--- src/design/pgc_pkg.sv ---
`timescale 1ns / 1ps
// ----------------------------------------------------------------------------
// pgc_pkg: shared types and constants for the pileup genotype caller
// Widths, status and register index codes, and the stage payload structs.
// ----------------------------------------------------------------------------
package pgc_pkg;

  localparam int COUNT_W   = 16;
  localparam int WEIGHT_W  = 24;
  localparam int MINCOV_W  = 16;
  localparam int NUM_BASES = 4;
  localparam int BASE_W    = 2;
  localparam int STATUS_W  = 2;
  localparam int COV_W     = COUNT_W + 2;
  localparam int MUL_W     = COV_W + 1;
  localparam int PROD_W    = MUL_W + WEIGHT_W;
  localparam int SCORE_W   = PROD_W + 2;
  localparam int CFG_IDX_W = 3;
  localparam int CFG_DW    = 24;

  typedef logic [COUNT_W-1:0]         count_t;
  typedef logic [COV_W-1:0]           cov_t;
  typedef logic [BASE_W-1:0]          base_t;
  typedef logic [STATUS_W-1:0]        status_t;
  typedef logic signed [WEIGHT_W-1:0] weight_t;
  typedef logic signed [PROD_W-1:0]   prod_w_t;
  typedef logic [CFG_IDX_W-1:0]       cfg_idx_t;

  localparam status_t ST_CALLED    = 2'd0;
  localparam status_t ST_LOW_COV   = 2'd1;
  localparam status_t ST_TIE       = 2'd2;
  localparam status_t ST_AMBIGUOUS = 2'd3;

  localparam cfg_idx_t CFG_MIN_COV = 3'd0;
  localparam cfg_idx_t CFG_ERR     = 3'd1;
  localparam cfg_idx_t CFG_MATCH   = 3'd2;
  localparam cfg_idx_t CFG_HALF    = 3'd3;
  localparam cfg_idx_t CFG_PRIOR   = 3'd4;

  localparam logic [MINCOV_W-1:0] MIN_COV_RESET = 16'd9;
  localparam weight_t ERR_RESET   = -24'sd524705;
  localparam weight_t MATCH_RESET = -24'sd66;
  localparam weight_t HALF_RESET  = -24'sd45470;
  localparam weight_t PRIOR_RESET = -24'sd452707;

  typedef struct packed {
    logic [MINCOV_W-1:0] min_cov;
    weight_t             err;
    weight_t             mat;
    weight_t             half;
    weight_t             prior;
  } cfg_t;

  // counts in rank order, highest first
  typedef struct packed {
    count_t c0;
    count_t c1;
    count_t c2;
    count_t c3;
    base_t  idx0;
    base_t  idx1;
    cov_t   cov;
  } rank_t;

  typedef struct packed {
    prod_w_t homo_match;
    prod_w_t homo_err;
    prod_w_t het_half;
    prod_w_t het_err;
    weight_t prior;
    logic    low_cov;
    logic    tie01;
    logic    tie12;
    base_t   idx0;
    base_t   idx1;
  } prod_t;

endpackage

--- src/design/pgc_score.sv ---
`timescale 1ns / 1ps
// ----------------------------------------------------------------------------
// pgc_score: weighted product stage
// Forms the four count-by-weight products of the homozygous and the
// heterozygous scores and the coverage and count-tie flags.
// ----------------------------------------------------------------------------
module pgc_score (
  input  logic           clk,
  input  logic           rst_n,
  input  pgc_pkg::cfg_t  cfg_i,
  input  logic           valid_i,
  output logic           ready_o,
  input  pgc_pkg::rank_t rank_i,
  output logic           valid_o,
  input  logic           ready_i,
  output pgc_pkg::prod_t prod_o
);
  import pgc_pkg::*;

  logic  v_r, v_nxt;
  prod_t prod_r, prod_nxt;
  cov_t  rest, top2, low2;
  logic signed [MUL_W-1:0] c0_s, rest_s, top2_s, low2_s;

  assign ready_o = !v_r || ready_i;
  assign v_nxt   = ready_o ? valid_i : 1'b1;

  always_ff @(posedge clk) begin
    if (!rst_n) begin
      v_r <= 1'b0;
    end else begin
      v_r <= v_nxt;
    end
  end

  always_ff @(posedge clk) begin
    if (valid_i && ready_o) begin
      prod_r <= prod_nxt;
    end
  end

  assign rest = rank_i.cov - cov_t'(rank_i.c0);
  assign top2 = cov_t'(rank_i.c0) + cov_t'(rank_i.c1);
  assign low2 = cov_t'(rank_i.c2) + cov_t'(rank_i.c3);

  assign c0_s   = $signed({1'b0, cov_t'(rank_i.c0)});
  assign rest_s = $signed({1'b0, rest});
  assign top2_s = $signed({1'b0, top2});
  assign low2_s = $signed({1'b0, low2});

  always_comb begin
    prod_nxt.homo_match = c0_s * cfg_i.mat;
    prod_nxt.homo_err   = rest_s * cfg_i.err;
    prod_nxt.het_half   = top2_s * cfg_i.half;
    prod_nxt.het_err    = low2_s * cfg_i.err;
    prod_nxt.prior      = cfg_i.prior;
    prod_nxt.low_cov    = rank_i.cov < cov_t'(cfg_i.min_cov);
    prod_nxt.tie01      = rank_i.c1 == rank_i.c0;
    prod_nxt.tie12      = rank_i.c2 == rank_i.c1;
    prod_nxt.idx0       = rank_i.idx0;
    prod_nxt.idx1       = rank_i.idx1;
  end

  assign valid_o = v_r;
  assign prod_o  = prod_r;

endmodule

--- config.mk ---
export PLATFORM = sky130hd
export DESIGN_NAME = pgc_score
export DESIGN_NICKNAME = d
export VERILOG_FILES = /design/src/design/pgc_pkg.sv /design/src/design/pgc_score.sv
export SDC_FILE = /design/constraint.sdc
export NUM_CORES = 2
export LEC_CHECK = 0
export ABC_AREA = 1
export BUFFER_PORTS_ARGS = -buffer_cell sky130_fd_sc_hd__clkbuf_2
export CORE_ASPECT_RATIO = 2
export CORE_UTILIZATION = 30
export DETAILED_ROUTE_END_ITERATION = 8
export REMOVE_ABC_BUFFERS = 1
export SLEW_MARGIN = 20
export SYNTH_ARGS = -nofsm -noshare
export SYNTH_HDL_FRONTEND = slang
export SYNTH_SLANG_ARGS = --single-unit
--- constraint.sdc ---
create_clock -name clk -period 10.22 [get_ports clk]
set_input_delay 0.511 -clock clk [delete_from_list [all_inputs] [get_ports clk]]
set_output_delay 0.511 -clock clk [all_outputs]
set_load 0.05 [all_outputs]
After elaboration in Yosys (flattened, before gate mapping)
Cells that the tools add are included.
- output and inout bits: 205
- bits in registers: 204
- input bits: 202
- word-level logic and storage cells: 25
- muxes and demuxes: 1
- multiply operators: 4
- add/subtract/negate cells: 3
- order comparisons: 1
- equality and inequality tests: 2
- reduce and logical (&&, ||, !) cells: 3
- operators by type and width (kind ; number):
    $mul 18x24->42 ; 2
    $mul 19x24->43 ; 1
    $mul 17x24->41 ; 1
    $add 16x16->17 ; 2
    $eq 16x16->1 ; 2
    $lt 18x16->1 ; 1
    $sub 18x16->18 ; 1
    $logic_and 1x1->1 ; 1
    $logic_not 1->1 ; 1
    $logic_or 1x1->1 ; 1
    $mux 1 ; 1

Depth between registers and ports, before layout
- word-level depth: 3
- mapped depth: 40
- mapped depth without buffers: 39

Worst setup path before layout
No wires, ideal clock.
- path type: register to register
- from: reg v_r, in the netlist valid_o
- to: reg prod_r (netlist bit prod_o[0]), enable pin
- data arrival time: 10146 ps
- buffers on the path: 0
- setup time: 823 ps
- period minus slack after synthesis: 10969 ps
- cell stages (with the launch flop): 2
- setup slack: -749 ps
- data required time: 9397 ps
- cell sequence: dfxtp_1 -> a21oi_1
- cells in the longest elaborated chain, start to end: 3
- ends and longest elaborated chain (what ; line ; source):
    from (decl) ; pgc_score.sv:20 ; logic v_r, v_nxt;
    from (signal assigned) ; pgc_score.sv:32 ; v_r <= v_nxt;
    $logic_not 1->1 ; pgc_score.sv:25 ; assign ready_o = !v_r || ready_i;
    $logic_or 1x1->1 ; pgc_score.sv:25 ;
    $logic_and 1x1->1 ; pgc_score.sv:37 ; if (valid_i && ready_o) begin
    to (signal assigned) ; pgc_score.sv:38 ; prod_r <= prod_nxt;
    to (decl) ; pgc_score.sv:21 ; prod_t prod_r, prod_nxt;
No other way between the ends.
A chain may end at the register's enable or synchronous reset.

==> metrics.md <==
| Metric | Value |
|---|---|
| Status | complete, no violations |
| Worst setup path start | rank_i[80] |
| Number of antenna violations at the first check in global routing | 25 |
| Starting Density | 0.302 |
| Fillers | 26000 |
| Total gr overflow | 0 |
| Hold Buf Count CTS | 0 |
| CP Class | in -> reg |
| Buffers & Inverters on Critical Path | 7 |
| Post-CTS setup buffers | 0 |
| GRT Overall Usage | 0.227 |
| Vias in the first global route | 67900 |
| Critical Path Fanout Max | 26 |
| Ys async rst share | 0 |
| CP max stage delay | 690 ps |
| Worst-Skew Late Latency | 640 ps |
| Die Area | 0.245 mm² |
| Slew HR | 0.210 |
| Final net count | 11700 |
| Post-Route Skew | 69.7 ps |
| Register bit total from synthesis | 200 |
| Die width | 350 µm |
| Rows | 255 |
| Final Slew Violations | 0 |
| Sequential area share after synthesis | 0.0823 |
| Req. time, crit path | 10580 ps |
| Reg2Reg Setup Slack | 7650 ps |
| Clk root buf | clkbuf_16 |
| R2R Path Start | valid_o |
| First DRT Iteration DRCs | 3339 |
| Residual DRC | 0 |
| Average routed wire per standard cell | 21.6 µm |
| Post-synthesis cell count | 9205 |
| Placed Area | 0.0780 mm² |
| CTS max path bufs | 3 |
| CTS buffer count | 25 |
| Core ar. | 0.241 mm² |
| GP Congestion | 1.02 |
| Unrepaired setup endpoints after global routing | false |
| Final instance area | 0.0788 mm² |
| Layout cells sized above 1 | 0.0647 |
| DRT Pass-1 Iters | 8 |
| H-tree depth | 4 |
| Fin crit share | 0.814 |
| Post-synth EDFFs | 199 |
| Hpwl dp | 232000 µm |
| HP Class | in -> reg |
| Resize count post-CTS | 0 |
| YS warnings | 0 |
| DRT Wirelength | 273000 µm |
| Port Buf Inserts | 406 |
| Arr. time, crit path | 8680 ps |
| CTS Sinks | 200 |
| Die Span Y | 699 µm |
| Number of setup violations in the final report | 0 |
| Post-DRT Antenna Nets | 0 |
| First-pass GRT wire length | 406000 µm |
| Critical Path End Type | flip-flop |
| IO Pins | 407 |
| Synthesized cell area | 0.0728 mm² |
| Hold wc startpoint | cfg_i[0] |
| Final Hold Vio Count | 0 |
| Critical Path Most Common Cell | nand2_1 |
| Routed vias | 60700 |
| Tightest Pin Transition | 1180 ps |
| Avg Cell Area, Syn | 7.91 µm² |
| Fmax achieved | 0.120 GHz |
| Critical Path Start Type | input port |
| CTS tree | yes |
| Crit-path slowest cell | clkbuf_2 |
| Layout area overhead | 8.17% |
| Max-Cap Viols | 0 |
| Cell family with most CP delay | adder cells |
| Final min period | 8320 ps |
| Post-synth top flop | edfxtp_1 |
| Clock transition at path regs | 80 ps |
| Count of cell types in the netlist | 50 |
| Largest net degree at the start of global routing | 96 |
| Vias/cell | 4.81 |
## per-stage QoR
| step | setup WS [ps] | hold slack, ps | utilization | setup TNS [ps] | std cells |
|---|---|---|---|---|---|
| final | 1900 | 79.0 | 0.327 | 0 | 12600 |
| after global routing | 1750 | 52.5 | 0.327 | 0 | 12600 |
| after CTS | 2120 | 39.8 | 0.326 | 0 | 12600 |
| after detailed placement | 1470 | 554 | 0.324 | 0 | 12600 |
| after global placement | 1460 | 553 | 0.324 | 0 | 12600 |
| after floorplan | -749 | 610 | - | -149110 | 8872 |
## cells in the mapped netlist, types with 27 or more instances
master,number,area (µm²)
nand4_1,47,294
buf_2,64,320
ha_1,479,5990
xor2_1,77,674
o21ai_0,42,210
xnor2_1,27,236
nor2_1,670,2510
edfxtp_1,199,5980
nand3_1,582,2910
a21oi_1,192,961
clkbuf_1,231,867
inv_1,2645,9930
o21bai_1,40,300
nand2_1,2078,7800
fa_1,1611,32300
## flip-flops by register name, summed over array words and instances (netlist names)
register and count:
prod_o 199, valid_o 1
## kinds of logic (layout without fill, tap and decap cells)
group                    count (synthesis)  after routing  share of synthesized area
XOR/XNOR                               105            105                     0.0129
other                                    0             14                          0
adder cells (fa/ha/maj)               2090           2090                      0.525
buffers and inverters                 2992           3183                      0.158
AO/OA/AOI/OAI                          302            302                     0.0232
AND/OR/NAND/NOR                       3516           3516                      0.199
flip-flops                             200            200                     0.0823
## placed cells by master (no fill, tap or decap), types with 26 or more instances in the layout
cell type,synthesis,final
nand2_1,2078,2078
xnor2_1,27,27
nand3_1,582,582
ha_1,479,479
nand4_1,47,47
edfxtp_1,199,199
o21bai_1,40,40
nor2_1,670,670
clkbuf_2,0,406
nor3_1,26,26
o21ai_0,42,42
buf_4,16,85
xor2_1,77,77
a21oi_1,192,190
inv_1,2645,2644
fa_1,1611,1611
## routing by layer
layer	part of all wire	GRT usage	wire (µm)
met5	0.00045	0	124
met3	0.057	0.0344	15600
met1	0.30	0.207	83100
met4	0.098	0.190	26800
met2	0.54	0.431	147000
## cell type report
| type | count | area (µm²) | area share |
|---|---|---|---|
| diodes | 14 | 35.0 | 0.000445 |
| flip-flops and latches | 200 | 6000 | 0.0761 |
| repair buffers | 492 | 2690 | 0.0341 |
| multi-input cells | 6013 | 55400 | 0.703 |
| clock buffers | 27 | 643 | 0.00816 |
| well taps | 3212 | 4020 | 0.0510 |
| inverters | 2659 | 9980 | 0.127 |
| clock inverters | 5 | 53.8 | 0.000683 |
## final timing paths
path / end / cells after the start
max reg2reg: prod_o[44] / 3
min: prod_o[7] / 1
min reg2reg: valid_o / 2
max: prod_o[156] / 31
Power is not shown: default switching activity piles up to over one toggle a cycle in this logic, so the estimate is an artifact.
