===== config.mk =====
export PLATFORM = sky130hd
export DESIGN_NAME = pgc_rank
export DESIGN_NICKNAME = d
export VERILOG_FILES = /design/src/design/pgc_pkg.sv /design/src/design/pgc_rank.sv
export SDC_FILE = /design/constraint.sdc
export NUM_CORES = 1
export LEC_CHECK = 0
export BUFFER_PORTS_ARGS = -buffer_cell sky130_fd_sc_hd__clkbuf_2
export CORE_MARGIN = 10
export CORE_UTILIZATION = 53
export DETAILED_ROUTE_END_ITERATION = 6
export PLACE_DENSITY = 0.88
export SYNTH_ARGS = -nofsm -noshare
export SYNTH_HDL_FRONTEND = slang
export SYNTH_SLANG_ARGS = --single-unit

===== constraint.sdc =====
create_clock -name clk -period 4.45 [get_ports clk]
set_input_delay 0.2225 -clock clk [delete_from_list [all_inputs] [get_ports clk]]
set_output_delay 0.2225 -clock clk [all_outputs]
set_load 0.02 [all_outputs]

===== src/design/pgc_pkg.sv =====
`timescale 1ns / 1ps
// ----------------------------------------------------------------------------
// pgc_pkg: shared types and constants for the pileup genotype caller
// Widths, status and register index codes, and the stage payload structs.
// ----------------------------------------------------------------------------
package pgc_pkg;

  localparam int COUNT_W   = 16;
  localparam int WEIGHT_W  = 24;
  localparam int MINCOV_W  = 16;
  localparam int NUM_BASES = 4;
  localparam int BASE_W    = 2;
  localparam int STATUS_W  = 2;
  localparam int COV_W     = COUNT_W + 2;
  localparam int MUL_W     = COV_W + 1;
  localparam int PROD_W    = MUL_W + WEIGHT_W;
  localparam int SCORE_W   = PROD_W + 2;
  localparam int CFG_IDX_W = 3;
  localparam int CFG_DW    = 24;

  typedef logic [COUNT_W-1:0]         count_t;
  typedef logic [COV_W-1:0]           cov_t;
  typedef logic [BASE_W-1:0]          base_t;
  typedef logic [STATUS_W-1:0]        status_t;
  typedef logic signed [WEIGHT_W-1:0] weight_t;
  typedef logic signed [PROD_W-1:0]   prod_w_t;
  typedef logic [CFG_IDX_W-1:0]       cfg_idx_t;

  localparam status_t ST_CALLED    = 2'd0;
  localparam status_t ST_LOW_COV   = 2'd1;
  localparam status_t ST_TIE       = 2'd2;
  localparam status_t ST_AMBIGUOUS = 2'd3;

  localparam cfg_idx_t CFG_MIN_COV = 3'd0;
  localparam cfg_idx_t CFG_ERR     = 3'd1;
  localparam cfg_idx_t CFG_MATCH   = 3'd2;
  localparam cfg_idx_t CFG_HALF    = 3'd3;
  localparam cfg_idx_t CFG_PRIOR   = 3'd4;

  localparam logic [MINCOV_W-1:0] MIN_COV_RESET = 16'd9;
  localparam weight_t ERR_RESET   = -24'sd524705;
  localparam weight_t MATCH_RESET = -24'sd66;
  localparam weight_t HALF_RESET  = -24'sd45470;
  localparam weight_t PRIOR_RESET = -24'sd452707;

  typedef struct packed {
    logic [MINCOV_W-1:0] min_cov;
    weight_t             err;
    weight_t             mat;
    weight_t             half;
    weight_t             prior;
  } cfg_t;

  // counts in rank order, highest first
  typedef struct packed {
    count_t c0;
    count_t c1;
    count_t c2;
    count_t c3;
    base_t  idx0;
    base_t  idx1;
    cov_t   cov;
  } rank_t;

  typedef struct packed {
    prod_w_t homo_match;
    prod_w_t homo_err;
    prod_w_t het_half;
    prod_w_t het_err;
    weight_t prior;
    logic    low_cov;
    logic    tie01;
    logic    tie12;
    base_t   idx0;
    base_t   idx1;
  } prod_t;

endpackage


===== src/design/pgc_rank.sv =====
`timescale 1ns / 1ps
// ----------------------------------------------------------------------------
// pgc_rank: input register and count ranking stage
// Captures the four counts, orders them highest first (lower index wins a
// tie) and registers the ordered counts, the top two indices and coverage.
// ----------------------------------------------------------------------------
module pgc_rank (
  input  logic           clk,
  input  logic           rst_n,
  input  logic           valid_i,
  output logic           ready_o,
  input  pgc_pkg::count_t count_a_i,
  input  pgc_pkg::count_t count_c_i,
  input  pgc_pkg::count_t count_g_i,
  input  pgc_pkg::count_t count_t_i,
  output logic           valid_o,
  input  logic           ready_i,
  output pgc_pkg::rank_t rank_o
);
  import pgc_pkg::*;

  logic   in_v_r, in_v_nxt;
  count_t cnt_r [NUM_BASES];
  logic   rank_v_r, rank_v_nxt;
  rank_t  rank_r, rank_nxt;
  logic   rank_rdy;
  base_t  pos  [NUM_BASES];
  base_t  ord  [NUM_BASES];

  assign rank_rdy = !rank_v_r || ready_i;
  assign ready_o  = !in_v_r || rank_rdy;
  assign in_v_nxt   = ready_o ? valid_i : 1'b1;
  assign rank_v_nxt = rank_rdy ? in_v_r : 1'b1;

  always_ff @(posedge clk) begin
    if (!rst_n) begin
      in_v_r   <= 1'b0;
      rank_v_r <= 1'b0;
    end else begin
      in_v_r   <= in_v_nxt;
      rank_v_r <= rank_v_nxt;
    end
  end

  always_ff @(posedge clk) begin
    if (valid_i && ready_o) begin
      cnt_r[0] <= count_a_i;
      cnt_r[1] <= count_c_i;
      cnt_r[2] <= count_g_i;
      cnt_r[3] <= count_t_i;
    end
    if (in_v_r && rank_rdy) begin
      rank_r <= rank_nxt;
    end
  end

  // position of each base: how many others beat it
  always_comb begin
    for (int i = 0; i < NUM_BASES; i++) begin
      pos[i] = '0;
      for (int j = 0; j < NUM_BASES; j++) begin
        if ((cnt_r[j] > cnt_r[i]) || ((cnt_r[j] == cnt_r[i]) && (j < i))) begin
          pos[i] = pos[i] + base_t'(1);
        end
      end
    end
    for (int r = 0; r < NUM_BASES; r++) begin
      ord[r] = '0;
      for (int i = 0; i < NUM_BASES; i++) begin
        if (pos[i] == base_t'(r)) begin
          ord[r] = base_t'(i);
        end
      end
    end
  end

  always_comb begin
    rank_nxt.c0   = cnt_r[ord[0]];
    rank_nxt.c1   = cnt_r[ord[1]];
    rank_nxt.c2   = cnt_r[ord[2]];
    rank_nxt.c3   = cnt_r[ord[3]];
    rank_nxt.idx0 = ord[0];
    rank_nxt.idx1 = ord[1];
    rank_nxt.cov  = cov_t'(cnt_r[0]) + cov_t'(cnt_r[1])
                  + cov_t'(cnt_r[2]) + cov_t'(cnt_r[3]);
  end

  assign valid_o = rank_v_r;
  assign rank_o  = rank_r;

endmodule


## Word-level counts from Yosys, hierarchy flattened

Memory sizes are Yosys's and may differ from the RTL's. A register that Yosys moved wholly into a read port is not among the register bits.
Index checks and enable logic that the tools add are counted.

| cells by class | value |
|---|---|
| mux-type cells | 28 |
| order comparisons | 12 |
| reduce and logical (&&, ||, !) cells | 15 |
| eq/ne operators | 15 |
| add/subtract/negate cells | 12 |

Operators with widths:

| operator | number |
|---|---|
| greater-than comparator 16 bit | 12 |
| == test 16 bit | 6 |
| two-way mux 2 bit | 17 |
| adder 17 x 16 -> 18 bit | 1 |
| adder 18 x 16 -> 18 bit | 1 |
| adder 2 x 1 -> 2 bit (second input constant) | 9 |
| adder 16 x 16 -> 17 bit | 1 |
| == test 2 bit (second input constant) | 6 |
| two-way mux 1 bit | 11 |
| logical OR 1 bit | 8 |
| == test 2 x 1 -> 1 bit (second input constant) | 3 |
| zero test 2 bit | 3 |
| logical AND 1 bit | 2 |
| zero test 1 bit | 2 |

| storage, ports and cells | value |
|---|---|
| RAM bits | 64 |
| memories kept | 1 |
| output and inout port bits | 88 |
| register bits after elaboration | 24 |
| word-level logic and storage cells | 88 |

Memories:

| memory | words | width | rd ports | clocked after Yosys merged registers in | write ports | RTL line | text |
|---|---|---|---|---|---|---|---|
| cnt_r | 4 | 16 | 8 | 4 | 4 | pgc_rank.sv:23 | `count_t cnt_r [NUM_BASES];` |

## Longest topological paths before layout

An unclocked memory read counts as a cell.

| logic depth | value |
|---|---|
| word-level depth | 14 |
| depth in mapped cells | 19 |

## Worst setup path after synthesis

OpenSTA, ideal clock, no wires.

| timing | value |
|---|---|
| path kind | reg-to-reg |
| start | register rank_v_r, in the netlist valid_o |
| end | register rank_r (netlist bit rank_o[0]), enable pin |
| required time | 3.908 ns |
| cell stages (with the launch flop) | 3 |
| setup slack | -0.464 ns |
| library setup time | 0.542 ns |
| path buffers | 0 |
| data arrival time | 4.372 ns |
| cells stage by stage | dfxtp_1 > nor2b_1 > nor2b_1 |

| between the ends | value |
|---|---|
| longest elaborated chain between the ends | 3 |

Ends and longest elaborated chain:

| element | RTL line | text |
|---|---|---|
| start: declaration | pgc_rank.sv:24 | `logic rank_v_r, rank_v_nxt;` |
| start signal: assignment | pgc_rank.sv:41 | `rank_v_r <= rank_v_nxt;` |
| zero test 1 bit | pgc_rank.sv:30 | `assign rank_rdy = !rank_v_r \|\| ready_i;` |
| logical OR 1 bit | pgc_rank.sv:30 |  |
| logical AND 1 bit | pgc_rank.sv:52 | `if (in_v_r && rank_rdy) begin` |
| end signal: assignment | pgc_rank.sv:53 | `rank_r <= rank_nxt;` |
| end: declaration | pgc_rank.sv:25 | `rank_t rank_r, rank_nxt;` |

No other way between the ends.
A chain may end at the register's enable or synchronous reset.

==> metrics.cfg <==
[outcome]
status = finished with violations
violations = negative hold slack

[yosys]
synth.area.mux_share_pct = 5.000
synth_compound_area_share_pct = 17.27
ys_ff_latch = 152
ys_seq_area_share_pct = 41.46
yosysUniqueCellTypes = 64
syn_nets = 1220
syn_area_sq_um = 10960
syn_avg_cell_area_sq_um = 10.96
yosys.area_share.simple_pct = 10.68
netlist_instances = 1000
synthAdderAreaFrac_pct = 18.58
synth_edf_count = 150
yosys_warnings = 0
synth_top_family_by_area = adder cells
synthFlopType = edfxtp_1
synthArstFlopShare_pct = 0
synth_xor_xnor_area_share_pct = 1.998

[global_routing]
grt_pass1_vias = 9855
grt-ovfl-total = 0
antenna_found_initial = 1
grt_pass1_wl_um = 53640
track_usage_pct = 25.57
grt_max_degree = 87

[sta]
min_period_ps = 4245
fin_crit_sh_pct = 95.38
whs_ps = -1.096
max_freq_mhz = 235.6
fin_skew_ps = 15.83
setup_viol = 0
worst_slew_pin_slew_ps = 1189
final-hold-violation-count = 1
drv_slew = 0
maxSlewHeadroom_pct = 20.74

[final_layout]
fillers = 1481
multi_input_area_sq_um = 5963
fin_nets = 1465
instances_no_fill = 1528
fin_area_sq_um = 13540
seq_area_sq_um = 4544
diodes = 0
syn2layout_area_growth_pct = 23.57
drive_gt1_share_pct = 21.22

[die]
die_w_um = 163.8
core_area_sq_um = 20300
initial_utilization_pct = 53.99
die_y_um = 163.8
num_rows = 52
ioPinCount = 156
dieArea_sq_um = 26830

[power]
ir_worst_vdd_uv = 324.8
power_leakage_nw = 6.007
p_per_area_nw_per_um2 = 428.2

[routing]
ant_nets = 0
firstDrtPassIters = 5
vias = 9623
routed_wl_um = 34400
routedWlPerCell_um = 22.51
viasPerCell = 6.298
drc_errors = 0
drt_first_iter_violations = 1066

[critical_path]
cp.arrival_ps = 4420
worstSetupPathType = register to register
crit_fanout = 17
r2r-end = rank_o[75]$_DFFE_PP_
required_ps = 4630
r2r_start = cnt_r[0][0]$_DFFE_PP_
reg2reg_slack_ps = 210
reg2reg_depth = 16
worst_setup_path_end_kind = register
critPathLaunchType = register

[worst_hold_path]
hp-class = input port to register
holdCritStartpoint = count_c_i[2]
hold_end = cnt_r[1][2]$_DFFE_PP_
hold_path_depth = 1

[clock_network]
cts_tree = built
numCtsBuffers = 17
clkTransAtPathRegs_ps = 70
htreeDepth = 4
clkSinkCount = 152
postCtsSetupBuffers = 0
cts_max_path_buffers = 2
clk_latency_ps = 450
clock-root-buffer = clkbuf_16

[job]
max_cap_viol_count = 0

[placement]
globalplace.congestion = 0.9991
port_buffers = 155
place_hpwl_um = 24690
placed_area_sq_um = 12240
place_inst = 1434

[area by class of cell]
cell class	instances	share of cell area [%]
Tap cell	270	2.494
Sequential cell	152	33.55
Clock inverter	14	1.321
Timing Repair Buffer	261	12.75
Clock buffer	18	3.169
Multi-Input combinational cell	716	44.03
Inverter	97	2.688
[critical path, stage by stage (launching register included)]
cell,delay (ps)
edfxtp_1,400
buf_4,180
inv_1,130
ha_1,250
nand2b_1,160
a21o_1,200
a21o_1,180
a211oi_1,280
o21bai_1,120
a31oi_1,270
o21a_1,180
ha_1,290
and4_4,270
or2_1,250
or2_1,240
buf_4,180
o32a_1,390
[cells in the mapped netlist, drive strengths merged, types with 17 or more instances]
cell	n	share of area, %
edfxtp	150	41
a21o	27	1.8
nand2	101	3.5
nor2	27	0.92
a2111oi	17	1.4
a211oi	28	2.0
a21oi	39	1.8
ha	134	15
mux2i	54	5.0
o221ai	49	3.9
xnor2	20	1.6
inv	97	3.3
and2	19	1.1
fa	18	3.3
nand4	20	1.2
clkbuf	21	0.72
[how the worst max path moves through the flow]
stage                                startpoint                   end  slack (ps)
after detailed placement  cnt_r[1][0]$_DFFE_PP_  rank_o[17]$_DFFE_PP_          80
after CTS                 cnt_r[1][0]$_DFFE_PP_  rank_o[17]$_DFFE_PP_          80
final                     cnt_r[0][0]$_DFFE_PP_  rank_o[75]$_DFFE_PP_         210
after floorplan           cnt_r[1][0]$_DFFE_PP_  rank_o[17]$_DFFE_PP_         330
after global placement    cnt_r[1][0]$_DFFE_PP_  rank_o[17]$_DFFE_PP_         170
after global routing      cnt_r[1][0]$_DFFE_PP_  rank_o[14]$_DFFE_PP_        -0.9
[through the flow]
stage / TNS, ps / total power, W / setup WS [ps] / util [%]
floorplan: 0 / 0.003551 / 330.4 / -
global route: -0.8877 / 0.006095 / -0.8877 / 66.72
global placement: 0 / 0.004099 / 169.4 / 60.30
finish: 0 / 0.005799 / 205.4 / 66.72
CTS: 0 / 0.005723 / 78.09 / 66.35
detailed placement: 0 / 0.004169 / 80.75 / 60.30
[sequential cells by signal (all words and copies together), names as in the netlist]
signal / flops
rank_o: 86
cnt_r: 64
in_v_r: 1
valid_o: 1
[routing by layer]
layer | vias to the layer above | GRT usage, % | wire (um) | share of wire, %
li1 | 4282 | - | - | -
met3 | 120 | 7.034 | 3863 | 11
met1 | 4542 | 31.06 | 13000 | 38
met4 | 2 | 11.05 | 1316 | 3.8
met2 | 677 | 41.92 | 16200 | 47
met5 | - | 0 | 13 | 0.038
[repair_timing]
action	4_1_cts	5_1_grt
hold endpoints to repair	62	0
gates resized for setup	0	20
endpoints found under the setup margin	0	24
hold buffers	62	0
[cell families after synthesis]
| kind of cell | Yosys count |
|---|---|
| AO/OA/AOI/OAI | 246 |
| AND/OR/NAND/NOR | 239 |
| adder cells (fa/ha/maj) | 152 |
| flip-flops | 152 |
| buffers and inverters | 132 |
| multiplexers | 54 |
| XOR/XNOR | 25 |
[where the power goes]
group | switching (W) | total, W | internal [W] | leakage (nW)
sequential | 0.0000980 | 0.00197 | 0.00187 | 1.45
combinational | 0.00137 | 0.00232 | 0.000942 | 4.26
clock | 0.000666 | 0.00152 | 0.000852 | 0.295
[placed cells by master, fill, tap and decap left out, drive strengths merged, types with 39 or more instances in the layout]
cell type	instances
ha	134
edfxtp	150
inv	105
dlygate4sd3	62
buf	44
o221ai	49
a21oi	39
mux2i	54
nand2	101
clkbuf	173
Note: power is estimated with default switching activity, not from simulation.
