$ cat src/design/pgc_pkg.sv
`timescale 1ns / 1ps
// ----------------------------------------------------------------------------
// pgc_pkg: shared types and constants for the pileup genotype caller
// Widths, status and register index codes, and the stage payload structs.
// ----------------------------------------------------------------------------
package pgc_pkg;

  localparam int COUNT_W   = 16;
  localparam int WEIGHT_W  = 24;
  localparam int MINCOV_W  = 16;
  localparam int NUM_BASES = 4;
  localparam int BASE_W    = 2;
  localparam int STATUS_W  = 2;
  localparam int COV_W     = COUNT_W + 2;
  localparam int MUL_W     = COV_W + 1;
  localparam int PROD_W    = MUL_W + WEIGHT_W;
  localparam int SCORE_W   = PROD_W + 2;
  localparam int CFG_IDX_W = 3;
  localparam int CFG_DW    = 24;

  typedef logic [COUNT_W-1:0]         count_t;
  typedef logic [COV_W-1:0]           cov_t;
  typedef logic [BASE_W-1:0]          base_t;
  typedef logic [STATUS_W-1:0]        status_t;
  typedef logic signed [WEIGHT_W-1:0] weight_t;
  typedef logic signed [PROD_W-1:0]   prod_w_t;
  typedef logic [CFG_IDX_W-1:0]       cfg_idx_t;

  localparam status_t ST_CALLED    = 2'd0;
  localparam status_t ST_LOW_COV   = 2'd1;
  localparam status_t ST_TIE       = 2'd2;
  localparam status_t ST_AMBIGUOUS = 2'd3;

  localparam cfg_idx_t CFG_MIN_COV = 3'd0;
  localparam cfg_idx_t CFG_ERR     = 3'd1;
  localparam cfg_idx_t CFG_MATCH   = 3'd2;
  localparam cfg_idx_t CFG_HALF    = 3'd3;
  localparam cfg_idx_t CFG_PRIOR   = 3'd4;

  localparam logic [MINCOV_W-1:0] MIN_COV_RESET = 16'd9;
  localparam weight_t ERR_RESET   = -24'sd524705;
  localparam weight_t MATCH_RESET = -24'sd66;
  localparam weight_t HALF_RESET  = -24'sd45470;
  localparam weight_t PRIOR_RESET = -24'sd452707;

  typedef struct packed {
    logic [MINCOV_W-1:0] min_cov;
    weight_t             err;
    weight_t             mat;
    weight_t             half;
    weight_t             prior;
  } cfg_t;

  // counts in rank order, highest first
  typedef struct packed {
    count_t c0;
    count_t c1;
    count_t c2;
    count_t c3;
    base_t  idx0;
    base_t  idx1;
    cov_t   cov;
  } rank_t;

  typedef struct packed {
    prod_w_t homo_match;
    prod_w_t homo_err;
    prod_w_t het_half;
    prod_w_t het_err;
    weight_t prior;
    logic    low_cov;
    logic    tie01;
    logic    tie12;
    base_t   idx0;
    base_t   idx1;
  } prod_t;

endpackage

$ cat src/design/pgc_decide.sv
`timescale 1ns / 1ps
// ----------------------------------------------------------------------------
// pgc_decide: score compare and result register
// Sums the products into the two log-likelihoods, compares them and
// registers the call status and the allele pair.
// ----------------------------------------------------------------------------
module pgc_decide (
  input  logic             clk,
  input  logic             rst_n,
  input  logic             valid_i,
  output logic             ready_o,
  input  pgc_pkg::prod_t   prod_i,
  output logic             valid_o,
  input  logic             ready_i,
  output pgc_pkg::status_t status_o,
  output pgc_pkg::base_t   first_o,
  output pgc_pkg::base_t   second_o,
  output logic             homo_o
);
  import pgc_pkg::*;

  logic    v_r, v_nxt;
  status_t status_r, status_nxt;
  base_t   first_r, first_nxt;
  base_t   second_r, second_nxt;
  logic    homo_r, homo_nxt;
  logic signed [SCORE_W-1:0] homo_score, het_score;

  assign ready_o = !v_r || ready_i;
  assign v_nxt   = ready_o ? valid_i : 1'b1;

  always_ff @(posedge clk) begin
    if (!rst_n) begin
      v_r <= 1'b0;
    end else begin
      v_r <= v_nxt;
    end
  end

  always_ff @(posedge clk) begin
    if (valid_i && ready_o) begin
      status_r <= status_nxt;
      first_r  <= first_nxt;
      second_r <= second_nxt;
      homo_r   <= homo_nxt;
    end
  end

  assign homo_score = SCORE_W'(prod_i.homo_match) + SCORE_W'(prod_i.homo_err);
  assign het_score  = SCORE_W'(prod_i.het_half) + SCORE_W'(prod_i.het_err)
                    + SCORE_W'(prod_i.prior);

  always_comb begin
    status_nxt = ST_CALLED;
    first_nxt  = '0;
    second_nxt = '0;
    homo_nxt   = 1'b0;
    if (prod_i.low_cov) begin
      status_nxt = ST_LOW_COV;
    end else if (homo_score == het_score) begin
      status_nxt = ST_TIE;
    end else if (homo_score > het_score) begin
      if (prod_i.tie01) begin
        status_nxt = ST_AMBIGUOUS;
      end else begin
        first_nxt  = prod_i.idx0;
        second_nxt = prod_i.idx0;
        homo_nxt   = 1'b1;
      end
    end else begin
      if (prod_i.tie12) begin
        status_nxt = ST_AMBIGUOUS;
      end else begin
        first_nxt  = prod_i.idx0;
        second_nxt = prod_i.idx1;
      end
    end
  end

  assign valid_o  = v_r;
  assign status_o = status_r;
  assign first_o  = first_r;
  assign second_o = second_r;
  assign homo_o   = homo_r;

  a_nocall_zero: assert property (@(posedge clk) disable iff (!rst_n)
    (v_r && status_r != ST_CALLED) |-> (first_r == '0 && second_r == '0 && !homo_r))
    else $error("no-call result carries allele fields");

  a_homo_pair: assert property (@(posedge clk) disable iff (!rst_n)
    (v_r && status_r == ST_CALLED && homo_r) |-> (first_r == second_r))
    else $error("homozygous call with differing alleles");

  a_het_pair: assert property (@(posedge clk) disable iff (!rst_n)
    (v_r && status_r == ST_CALLED && !homo_r) |-> (first_r != second_r))
    else $error("heterozygous call with equal alleles");

endmodule

$ cat config.mk
export PLATFORM = sky130hd
export DESIGN_NAME = pgc_decide
export DESIGN_NICKNAME = d
export VERILOG_FILES = /design/src/design/pgc_pkg.sv /design/src/design/pgc_decide.sv
export SDC_FILE = /design/constraint.sdc
export NUM_CORES = 1
export LEC_CHECK = 0
export ABC_AREA = 1
export BUFFER_PORTS_ARGS = -buffer_cell sky130_fd_sc_hd__clkbuf_2
export CORE_MARGIN = 1.5
export CORE_UTILIZATION = 50
export CTS_BUF_LIST = sky130_fd_sc_hd__clkbuf_8
export DETAILED_ROUTE_END_ITERATION = 10
export PLACE_DENSITY = 0.78
export SYNTH_ARGS = -nofsm -noshare
export SYNTH_HDL_FRONTEND = slang
export SYNTH_SLANG_ARGS = --single-unit
$ cat constraint.sdc
create_clock -name clk -period 14.4 [get_ports clk]
set_clock_uncertainty 0.2 [all_clocks]
set_input_delay 2.88 -clock clk [delete_from_list [all_inputs] [get_ports clk]]
set_output_delay 2.88 -clock clk [all_outputs]
set_load 0.1 [all_outputs]
After elaboration in Yosys (flattened, before gate mapping)
Cells that the tools add are included.
Cells by class
  $add $sub $neg: 3
  order comparisons: 1
  equal/unequal tests: 1
  mux-type cells: 11
  bitwise logic cells: 1
  reduce and logical (&&, ||, !) cells: 5
Operators by type and width (number)
  $add A43 B43 Y44: 2
  $add A44 B24 Y45: 1
  $eq A44 B45 Y1: 1
  $gt A44 B45 Y1: 1
  $mux W2: 9
  $reduce_or A3 Y1: 1
  $mux W1: 2
  $reduce_or A2 Y1: 1
  $logic_and A1 B1 Y1: 1
  $logic_not A1 Y1: 1
  $logic_or A1 B1 Y1: 1
  $not A1 Y1: 1
Storage, ports and cells
  flip-flop bits (word level): 8
  input port bits: 207
  output and inout bits: 9
  logic and storage cells: 27

Depth between registers and ports, before layout
Gate-level depths: netlist (run 1).
  depth in word-level cells: 5
  mapped depth: 33
  depth with buffers taken out: 33

Worst setup path after synthesis (run 1)
No wires, ideal clock.
  path type: input to register
  from: input prod_i[8] (netlist name)
  to: register status_r[0], in the netlist status_o[0], data pin
  setup time: 253 ps
  data arrival time: 6311 ps
  data required time: 13947 ps
  slack: 7636 ps
  stages on the path: 32
  path buffers: 0
  cells stage by stage: inv_1 fa_1 inv_1 ha_1 fa_1 nand3_1 nor2_1 nor2_2 o21ai_2 nand2_1 nand2_1 nand2_1 nand2_2 nand2_1 clkinv_1 o21ai_0 nand2_1 ha_1 nand2_1 inv_1 nand2_1 nand2_1 nand2_1 nand2_1 a21oi_1 nand3_1 nand2_1 nand3_1 nand2_1 nand2_1 nand2_1 nand2_1
Between the ends
  longest elaborated chain between the ends: 4
  elaborated cells between the ends (all ways): 5
  classes of those cells: 1 x add/sub; 1 x order compare; 1 x eq/ne; 2 x mux
Ends and longest elaborated chain
  start: declaration: line pgc_decide.sv:12  | input pgc_pkg::prod_t prod_i,
  $add A44 B24 Y45 *: line pgc_decide.sv:51  | + SCORE_W'(prod_i.prior);
  $gt A44 B45 Y1: line pgc_decide.sv:62  | end else if (homo_score > het_score) begin
  $mux W2: line pgc_decide.sv:62
  $mux W2 *: line pgc_decide.sv:60  | end else if (homo_score == het_score) begin
  end signal: assignment: line pgc_decide.sv:42  | status_r <= status_nxt;
  end: declaration: line pgc_decide.sv:23  | status_t status_r, status_nxt;
Every way passes the cells marked *; elsewhere a longest branch is shown, timed or not.
A chain may end at the register's enable or synchronous reset.

Final worst setup path (run 1)
  from: input prod_i[30] (netlist name)
  to: register status_r[0], in the netlist status_o[0], data pin
Same word-level chain as after synthesis.

==> results.ini, run 1 <==
[final_layout]
n_antenna_cell = 0
nNetsFinal = 1923
drive_above_1_share_pct = 19.4
area_growth_pct = 16.7
stdcell_count = 1759
stdcell_area_um2 = 9770

[floorplan]
core_um2 = 16500
dieArea_um2 = 17500
dieWidth_um = 132
io_pins = 216
die_y_um = 132
start_util_pct = 50.9
rows = 47

[synth]
synth_nets = 1703
synthesis.yosys.warnings = 0
netlist.area_leader.share_pct = 19.6
syn_area_per_cell_um2 = 6.35
syn-instance-count = 1320
yosysTopAreaCell = ha_1
synth_top_cells_by_area = ha_1, nand2_1, fa_1
ys_seq_area_share_pct = 2.75
netlist_area_um2 = 8380
yosys_register_bits = 8
synthDistinctLibCells = 43

[detailed_routing]
wl_um = 28400
dr_total_vias = 9756
firstDrtPassIters = 6
ant_nets = 0
drc = 0
drt-wirelength-per-cell_um = 16.1
viasPerCell = 5.55
drt_iter0_markers = 599

[pwr]
ir_drop_v = 0.0000464
total_power_mw = 0.912
power.density_nw_per_um2 = 93.3
p_leak_nw = 4.91

[worst_hold_path]
min_to = valid_o$_SDFF_PN0_
min_from = valid_o$_SDFF_PN0_
hold_path_class = reg2reg
holdPathStages = 2

[timing]
maxSlewHeadroom_pct = 45.3
hold_violations = 0
maxSlewViolCount = 0
tightest_slew_ns = 0.820
final.setup.tns_ns = 0
period_minus_slack_ns = 7.80
rsz0062_at_grt = no
fmax_mhz = 128
final.setup.worst_slack_ns = 6.60
finalSetupViolCount = 0
fin_crit_sh_pct = 54.1

[global_routing]
grt_max_degree = 21
antenna_found_initial = 0
overflow = 0
track_usage_pct = 31.4
grt_pass1_wl_um = 44000
grt_pass1_vias = 9399

[cts]
cts.sink_count = 8
clk_latency_ns = 0.23
cts_setup_buffers = 0
numCtsBuffers = 3
cts_tree = built
post_cts_resized = 0
clk_pin_slew_ns = 0.04
hold_buffers = 0
htree_levels = 1
ctsRootBufferMaster = clkbuf_8
cts_max_path_buffers = 2

[place]
numPortBuffers = 215
pre_cts_ws_ns = 6.49
place_inst = 1755
finalWeightedCongestion = 1.03
place_area_um2 = 9730
hpwl_um = 25900

[critical_path]
crit_required_ns = 14.18
rrSetupSlack_ns = 13.02
slowest_stage = clkbuf_2
path_class = in2reg
critPathMaxStageDelay_ns = 0.62
crit_fanout = 20
cp-end-kind = register
cp_data_arrival_time_ns = 7.58
critPathMostFrequentCell = nand2_1
r2r_start = valid_o$_SDFF_PN0_
reg2reg_to = second_o[1]$_SDFFCE_PP0P_
worst_r2r_path_depth = 1
startpoint_type = primary input

[flow_run]
cap_violations = 0

[run_status]
status = finished, final reports clean

[power breakdown]
group          total (mW)  internal, mW  switching, mW
registers          0.0334        0.0321        0.00129
clock network      0.0275        0.0185        0.00905
logic               0.851         0.293          0.558
[synth_stat cells (all sizes together)]
library cell    n
edfxtp          7
nand3b          3
o211ai          2
nand2         293
xnor2          35
ha            131
clkinv          1
nor3           16
o31ai           1
a21boi          5
dfxtp           1
nor4           13
and3            6
o211a           1
a31oi          26
o2111ai         1
nand3          54
fa             45
nand4          21
a21oi         122
nor2          178
inv           189
o21bai         16
o21a            7
xor2           44
a211oi          2
o221ai          3
o21ai          83
a21o           14
[per-stage QoR]
step	util, %	hold slack, ns
2_1_floorplan	-	1.26
3_3_place_gp	59.1	0.303
3_5_place_dp	59.1	0.316
4_1_cts	59.3	0.315
5_1_grt	59.3	0.373
6_report	59.3	0.325
[critical path: cells and delay by family]
| family | cells | cell delay, ns |
|---|---|---|
| AOI/OAI and AO/OA | 2 | 0.42 |
| xor gates and xnor gates | 1 | 0.18 |
| buffers and inverters | 3 | 0.82 |
| adders and majority gates | 3 | 1.30 |
| and+or+nand+nor | 16 | 1.96 |
[final cells by class]
class	count	area, um^2
multi-input cells	1122	7430
fillers	1674	6690
repair buffers	215	1080
inverters	190	713
well taps	220	275
flip-flops and latches	8	230
clock buffers	3	41.3
clock inverters	1	3.75
[state kept, by name, indices dropped and copies added, names as in the netlist]
signal	cells
status_o	2
first_o	2
homo_o	1
valid_o	1
second_o	2
[per-layer routing]
| layer | GRT usage [%] | up-vias | part of all wire, % |
|---|---|---|---|
| met3 | 0.805 | 71 | 4.9 |
| met5 | 0 | - | 0 |
| met2 | 58.0 | 432 | 48 |
| met4 | 16.7 | 0 | 5.9 |
| li1 | - | 4854 | - |
| met1 | 37.1 | 4399 | 41 |
[how the worst max path moves through the flow]
stage,startpoint,end,slack [ns],depth (start not counted)
finish,prod_i[30],status_o[0]$_SDFFCE_PP1P_,6.60,25
global route,prod_i[30],status_o[0]$_SDFFCE_PP1P_,6.25,25
CTS,prod_i[30],status_o[0]$_SDFFCE_PP1P_,6.71,25
detailed placement,prod_i[30],status_o[0]$_SDFFCE_PP1P_,6.49,25
global placement,prod_i[30],status_o[0]$_SDFFCE_PP1P_,6.44,22
floorplan,prod_i[8],status_o[0]$_SDFFCE_PP1P_,7.64,32
[cells in the final DEF, fill, tap and decap left out, types with 14 or more instances in the layout]
master,Yosys,final
nor2_2,16,16
o21ai_1,21,21
a21oi_1,115,115
inv_2,23,23
nand3_1,53,53
o21bai_1,15,15
a31oi_1,26,26
xnor2_1,35,35
inv_1,166,167
ha_1,131,131
nand4_1,21,21
o21ai_0,53,53
a21o_1,14,14
nor2_1,158,158
clkbuf_2,0,215
xor2_1,44,44
nor3_1,15,15
nand2_1,282,282
fa_1,45,45
[cells by family (layout without fill, tap and decap cells)]
| group | count (synthesis) | count (layout) | share of synthesized area (%) |
|---|---|---|---|
| adder cells (fa/ha/maj) | 176 | 176 | 30.3 |
| AND/OR/NAND/NOR | 584 | 584 | 30.4 |
| XOR/XNOR | 79 | 79 | 8.26 |
| AO/OA/AOI/OAI | 283 | 283 | 19.8 |
| flip-flops | 8 | 8 | 2.75 |
| buffers and inverters | 190 | 409 | 8.52 |
Note: power is estimated with default switching activity, not from simulation.
==> inputs of run 2 (changes only) <==
clock period = 7.45 ns   (was 14.4 ns; I/O delays follow)
==> run 2 against run 1 <==
Combinational power up 93%; non-clock buffer count unchanged; routed wire length up 0.76%; critical path type unchanged; register-to-register slack worse by 7.0 ns; highest routed layer unchanged; setup slack worse by 5.5 ns; clock power up 94%; critical endpoint unchanged; largest power group unchanged; sequential power up 95%; first-iteration DRC count up 5.2%.
==> results.ini, run 2 (same netlist as run 1, synthesis figures left out) <==
[run_status]
status = finished, final reports clean

[timing]
rsz0062_at_grt = no
maxSlewViolCount = 0  ; unchanged
tightest_slew_ns = 0.837  ; +0.0165 ns
maxSlewHeadroom_pct = 44.2  ; -1.1 points
final.setup.tns_ns = 0  ; unchanged
finalSetupViolCount = 0  ; unchanged
fin_crit_sh_pct = 84.9
final.setup.worst_slack_ns = 1.13  ; -5.48 ns
hold_violations = 0  ; unchanged
period_minus_slack_ns = 6.32
fmax_mhz = 158

[critical_path]
path_class = in2reg
cp_data_arrival_time_ns = 6.10  ; -1.48 ns
path_delay_family = simple AND/OR/NAND/NOR gates
crit_required_ns = 7.23  ; -6.95 ns
critPathMostFrequentCell = nand2_1
cp-end-kind = register
crit_fanout = 20  ; unchanged
slowest_stage = clkbuf_2
path_buf_inv = 3  ; unchanged
startpoint_type = primary input
critPathMaxStageDelay_ns = 0.63  ; about the same

[cts]
numCtsBuffers = 3  ; unchanged
cts_max_path_buffers = 2  ; unchanged
cts.sink_count = 8  ; unchanged
clk_latency_ns = 0.23  ; about the same
ctsRootBufferMaster = clkbuf_8
cts_tree = built
htree_levels = 1  ; unchanged
cts_setup_buffers = 0  ; unchanged
hold_buffers = 0  ; unchanged
clk_pin_slew_ns = 0.04  ; about the same
post_cts_resized = 0  ; unchanged

[global_routing]
grt_pass1_vias = 9588  ; +2.0%
grt_max_degree = 21  ; unchanged
antenna_found_initial = 0  ; unchanged
track_usage_pct = 32.0  ; +0.61 points
grt_pass1_wl_um = 45200  ; +2.6%
overflow = 0  ; unchanged

[detailed_routing]
firstDrtPassIters = 5  ; -1
wl_um = 28600  ; +0.76%
drt_iter0_markers = 630  ; +5.2%
viasPerCell = 5.59  ; +0.80%
dr_total_vias = 9834  ; +0.80%
ant_nets = 0  ; unchanged
drt-wirelength-per-cell_um = 16.3  ; +0.76%
drc = 0  ; unchanged

[place]
numPortBuffers = 215  ; unchanged
hpwl_um = 25800  ; -0.18%
finalWeightedCongestion = 1.01  ; -2.0%
pre_cts_ws_ns = 1.01  ; -5.48 ns

[pwr]
p_leak_nw = 4.91  ; unchanged
power.density_nw_per_um2 = 180  ; +93%
ir_drop_v = 0.0000861  ; +86%

[floorplan]
rows = 47  ; unchanged
core_um2 = 16500  ; unchanged
start_util_pct = 50.9  ; unchanged
dieArea_um2 = 17500  ; unchanged
die_y_um = 132  ; unchanged
io_pins = 216  ; unchanged
dieWidth_um = 132  ; unchanged

[flow_run]
cap_violations = 0  ; unchanged

[final_layout]
drive_above_1_share_pct = 19.4  ; unchanged
layout_commonest_cell = nand2_1
nNetsFinal = 1923  ; unchanged
fin_util_pct = 59.3  ; unchanged
area_growth_pct = 16.7  ; unchanged
n_antenna_cell = 0  ; unchanged
most-common-layout-cells = nand2_1, clkbuf_2, inv_1

[worst_hold_path]
hold_path_class = reg2reg

==> run 2: stage by stage <==
stage / cell area [um^2] / total power [mW] / std cells / hold slack (ns)
floorplan: 8380 / 1.21 / 1320 / 1.26
global placement: 9730 / 1.65 / 1755 / 0.302
detailed placement: 9730 / 1.67 / 1755 / 0.319
CTS: 9770 / 1.73 / 1759 / 0.323
global route: 9770 / 1.94 / 1759 / 0.386
finish: 9770 / 1.76 / 1759 / 0.329
==> run 2: cell type report <==
type,count,area [um^2]
fill,1678,6690
sequential,8,230
tap,220,275
inverter,190,713
multi-input combinational,1122,7430
clock inverter,1,3.75
timing repair buffer,215,1080
clock buffer,3,41.3
==> run 2: worst paths after layout <==
kind | end | cells past startpoint | startpoint | slack (ns)
worst min-delay path | valid_o$_SDFF_PN0_ | 2 | valid_o$_SDFF_PN0_ | 0.33
worst max register to register | status_o[1]$_SDFFCE_PP0P_ | 1 | valid_o$_SDFF_PN0_ | 6.01
worst max-delay path | status_o[0]$_SDFFCE_PP1P_ | 25 | prod_i[30] | 1.13
worst min register to register | valid_o$_SDFF_PN0_ | 2 | valid_o$_SDFF_PN0_ | 0.33
==> run 2: worst min-delay path, delay by kind of cell (launching register included) <==
family	cells	cell delay [ns]
flops	1	0.32
simple gates	1	0.08
compound gates	1	0.08
==> run 2: power by group <==
group	switching (mW)	internal, mW
Clock	0.0176	0.0357
Sequential	0.00305	0.0620
Combinational	1.07	0.565
==> run 2: metal layers <==
metal	vias to the layer above	share of wire, %	GRT usage, %
met4	0	6.4	18.7
met3	97	5.5	1.03
met5	-	0	0
met1	4415	41	39.0
li1	4863	-	-
met2	459	47	56.7
==> inputs of run 3 (changes only) <==
clock period = 6.1 ns   (was 7.45 ns; I/O delays follow)
==> run 3 against run 2 <==
Total power increased by 23%; highest routed layer unchanged; critical path type unchanged; count of clock-buffer cells in the layout unchanged; die area unchanged; worst hold slack got worse by 0.015 ns; first-iteration DRC count decreased by 2.4%; combinational power increased by 23%; critical endpoint unchanged; sequential share of layout area about the same.
==> results.ini, run 3 (same netlist as run 1, synthesis figures left out) <==
[final_layout]
layout_commonest_cell = nand2_1
fin_util_pct = 59.7  ; +0.35 points
multiInputGateArea_um2 = 7430  ; unchanged
stdcell_count = 1765  ; +0.34%
area_growth_pct = 17.4
regArea_um2 = 230  ; unchanged
fillers = 1676  ; -0.12%
n_antenna_cell = 0  ; unchanged
drive_above_1_share_pct = 19.7  ; +0.31 points
most-common-layout-cells = nand2_1, clkbuf_2, inv_1
nNetsFinal = 1929  ; +0.31%

[pwr]
p_leak_nw = 4.95  ; +0.69%
power.density_nw_per_um2 = 219  ; +22%
ir_drop_v = 0.0000979  ; +14%

[detailed_routing]
viasPerCell = 5.47  ; -2.2%
dr_total_vias = 9646  ; -1.9%
drc = 0  ; unchanged
wl_um = 28700  ; +0.46%
firstDrtPassIters = 5  ; unchanged
ant_nets = 0  ; unchanged
drt_iter0_markers = 615  ; -2.4%
drt-wirelength-per-cell_um = 16.3  ; +0.12%

[timing]
rsz0062_at_grt = no
maxSlewViolCount = 0  ; unchanged
whs_ns = 0.313  ; -0.0152 ns
finalSetupViolCount = 0  ; unchanged
hold_violations = 0  ; unchanged
fmax_mhz = 178
final.setup.tns_ns = 0  ; unchanged
tightest_slew_ns = 0.663  ; -0.174 ns
fin_crit_sh_pct = 92.2
maxSlewHeadroom_pct = 55.8  ; +12 points
period_minus_slack_ns = 5.63

[critical_path]
crit_fanout = 4  ; -80%
slowest_stage = fa_1
cp_data_arrival_time_ns = 5.41  ; -0.69 ns
critPathMaxStageDelay_ns = 0.53  ; -0.10 ns
path_class = in2reg
cp-end-kind = register
startpoint_type = primary input
crit_required_ns = 5.89  ; -1.34 ns
critPathMostFrequentCell = nand2_1

[global_routing]
antenna_found_initial = 0  ; unchanged
grt_pass1_vias = 9493  ; -0.99%
overflow = 0  ; unchanged
grt_pass1_wl_um = 45700  ; +0.99%
track_usage_pct = 32.4  ; +0.34 points
grt_max_degree = 21  ; unchanged

[cts]
htree_levels = 1  ; unchanged
clk_latency_ns = 0.23  ; about the same
clk_pin_slew_ns = 0.04  ; about the same
numCtsBuffers = 3  ; unchanged
cts_max_path_buffers = 2  ; unchanged
cts.sink_count = 8  ; unchanged
hold_buffers = 0  ; unchanged
ctsRootBufferMaster = clkbuf_8
post_cts_resized = 0  ; unchanged
cts_setup_buffers = 0  ; unchanged
cts_tree = built

[floorplan]
io_pins = 216  ; unchanged
rows = 47  ; unchanged
dieWidth_um = 132  ; unchanged
dieArea_um2 = 17500  ; unchanged
die_y_um = 132  ; unchanged
start_util_pct = 50.9  ; unchanged
core_um2 = 16500  ; unchanged

[place]
finalWeightedCongestion = 1.06  ; +5.4%
numPortBuffers = 215  ; unchanged
hpwl_um = 26100  ; +0.99%
place_inst = 1759  ; +0.23%

[worst_hold_path]
hold_path_class = reg2reg

[flow_run]
cap_violations = 0  ; unchanged

[run_status]
status = finished, final reports clean

[run 3: changes by cell type in the layout (fill, tap and decap cells not counted), sizes merged]
cell / delta
buf: +6
[run 3: final timing paths]
kind	to	from	cells after the start	slack, ns
setup / recovery	status_o[0]$_SDFFCE_PP1P_	prod_i[8]	30	0.47
hold / removal	valid_o$_SDFF_PN0_	valid_o$_SDFF_PN0_	2	0.31
setup reg to reg	homo_o$_SDFFCE_PP0P_	valid_o$_SDFF_PN0_	1	4.67
hold reg to reg	valid_o$_SDFF_PN0_	valid_o$_SDFF_PN0_	2	0.31
[run 3: worst max-delay path, delay by kind of cell]
family	cells	cell delay (ns)
AND/OR/NAND/NOR	19	1.70
XOR/XNOR	1	0.25
AO/OA/AOI/OAI	2	0.42
buffers and inverters	4	0.25
adder cells (fa/ha/maj)	4	1.58
[run 3: routing by layer]
metal | wire length (um) | part of all wire, % | GRT usage, % | vias up
met1 | 12100 | 42 | 39.1 | 4326
met5 | 0 | 0 | 0 | -
met2 | 13800 | 48 | 58.8 | 373
met3 | 1160 | 4.0 | 1.15 | 81
li1 | - | - | - | 4866
met4 | 1710 | 6.0 | 16.3 | 0
[run 3: metrics by stage]
step | setup WS [ns] | instance area (um^2) | total power [mW]
finish | 0.474 | 9830 | 2.15
global route | 0.0476 | 9830 | 2.39
CTS | 0.496 | 9810 | 2.12
detailed placement | 0.259 | 9770 | 2.04
global placement | 0.245 | 9770 | 2.03
floorplan | 0.996 | 8380 | 1.48
[run 3: final cells by class]
cell class                 instances  area share, %
clock buffer                       3          0.420
clock inverter                     1         0.0382
inverter                         190           7.26
multi-input combinational       1122           75.6
sequential                         8           2.34
tap                              220           2.80
timing repair buffer             221           11.5
[run 3: power by group]
group / switching [mW] / leakage, nW / total [mW] / internal, mW
registers: 0.00359 / 0.0774 / 0.0793 / 0.0757
clock network: 0.0223 / 0.0269 / 0.0660 / 0.0437
logic: 1.31 / 4.84 / 2.01 / 0.699
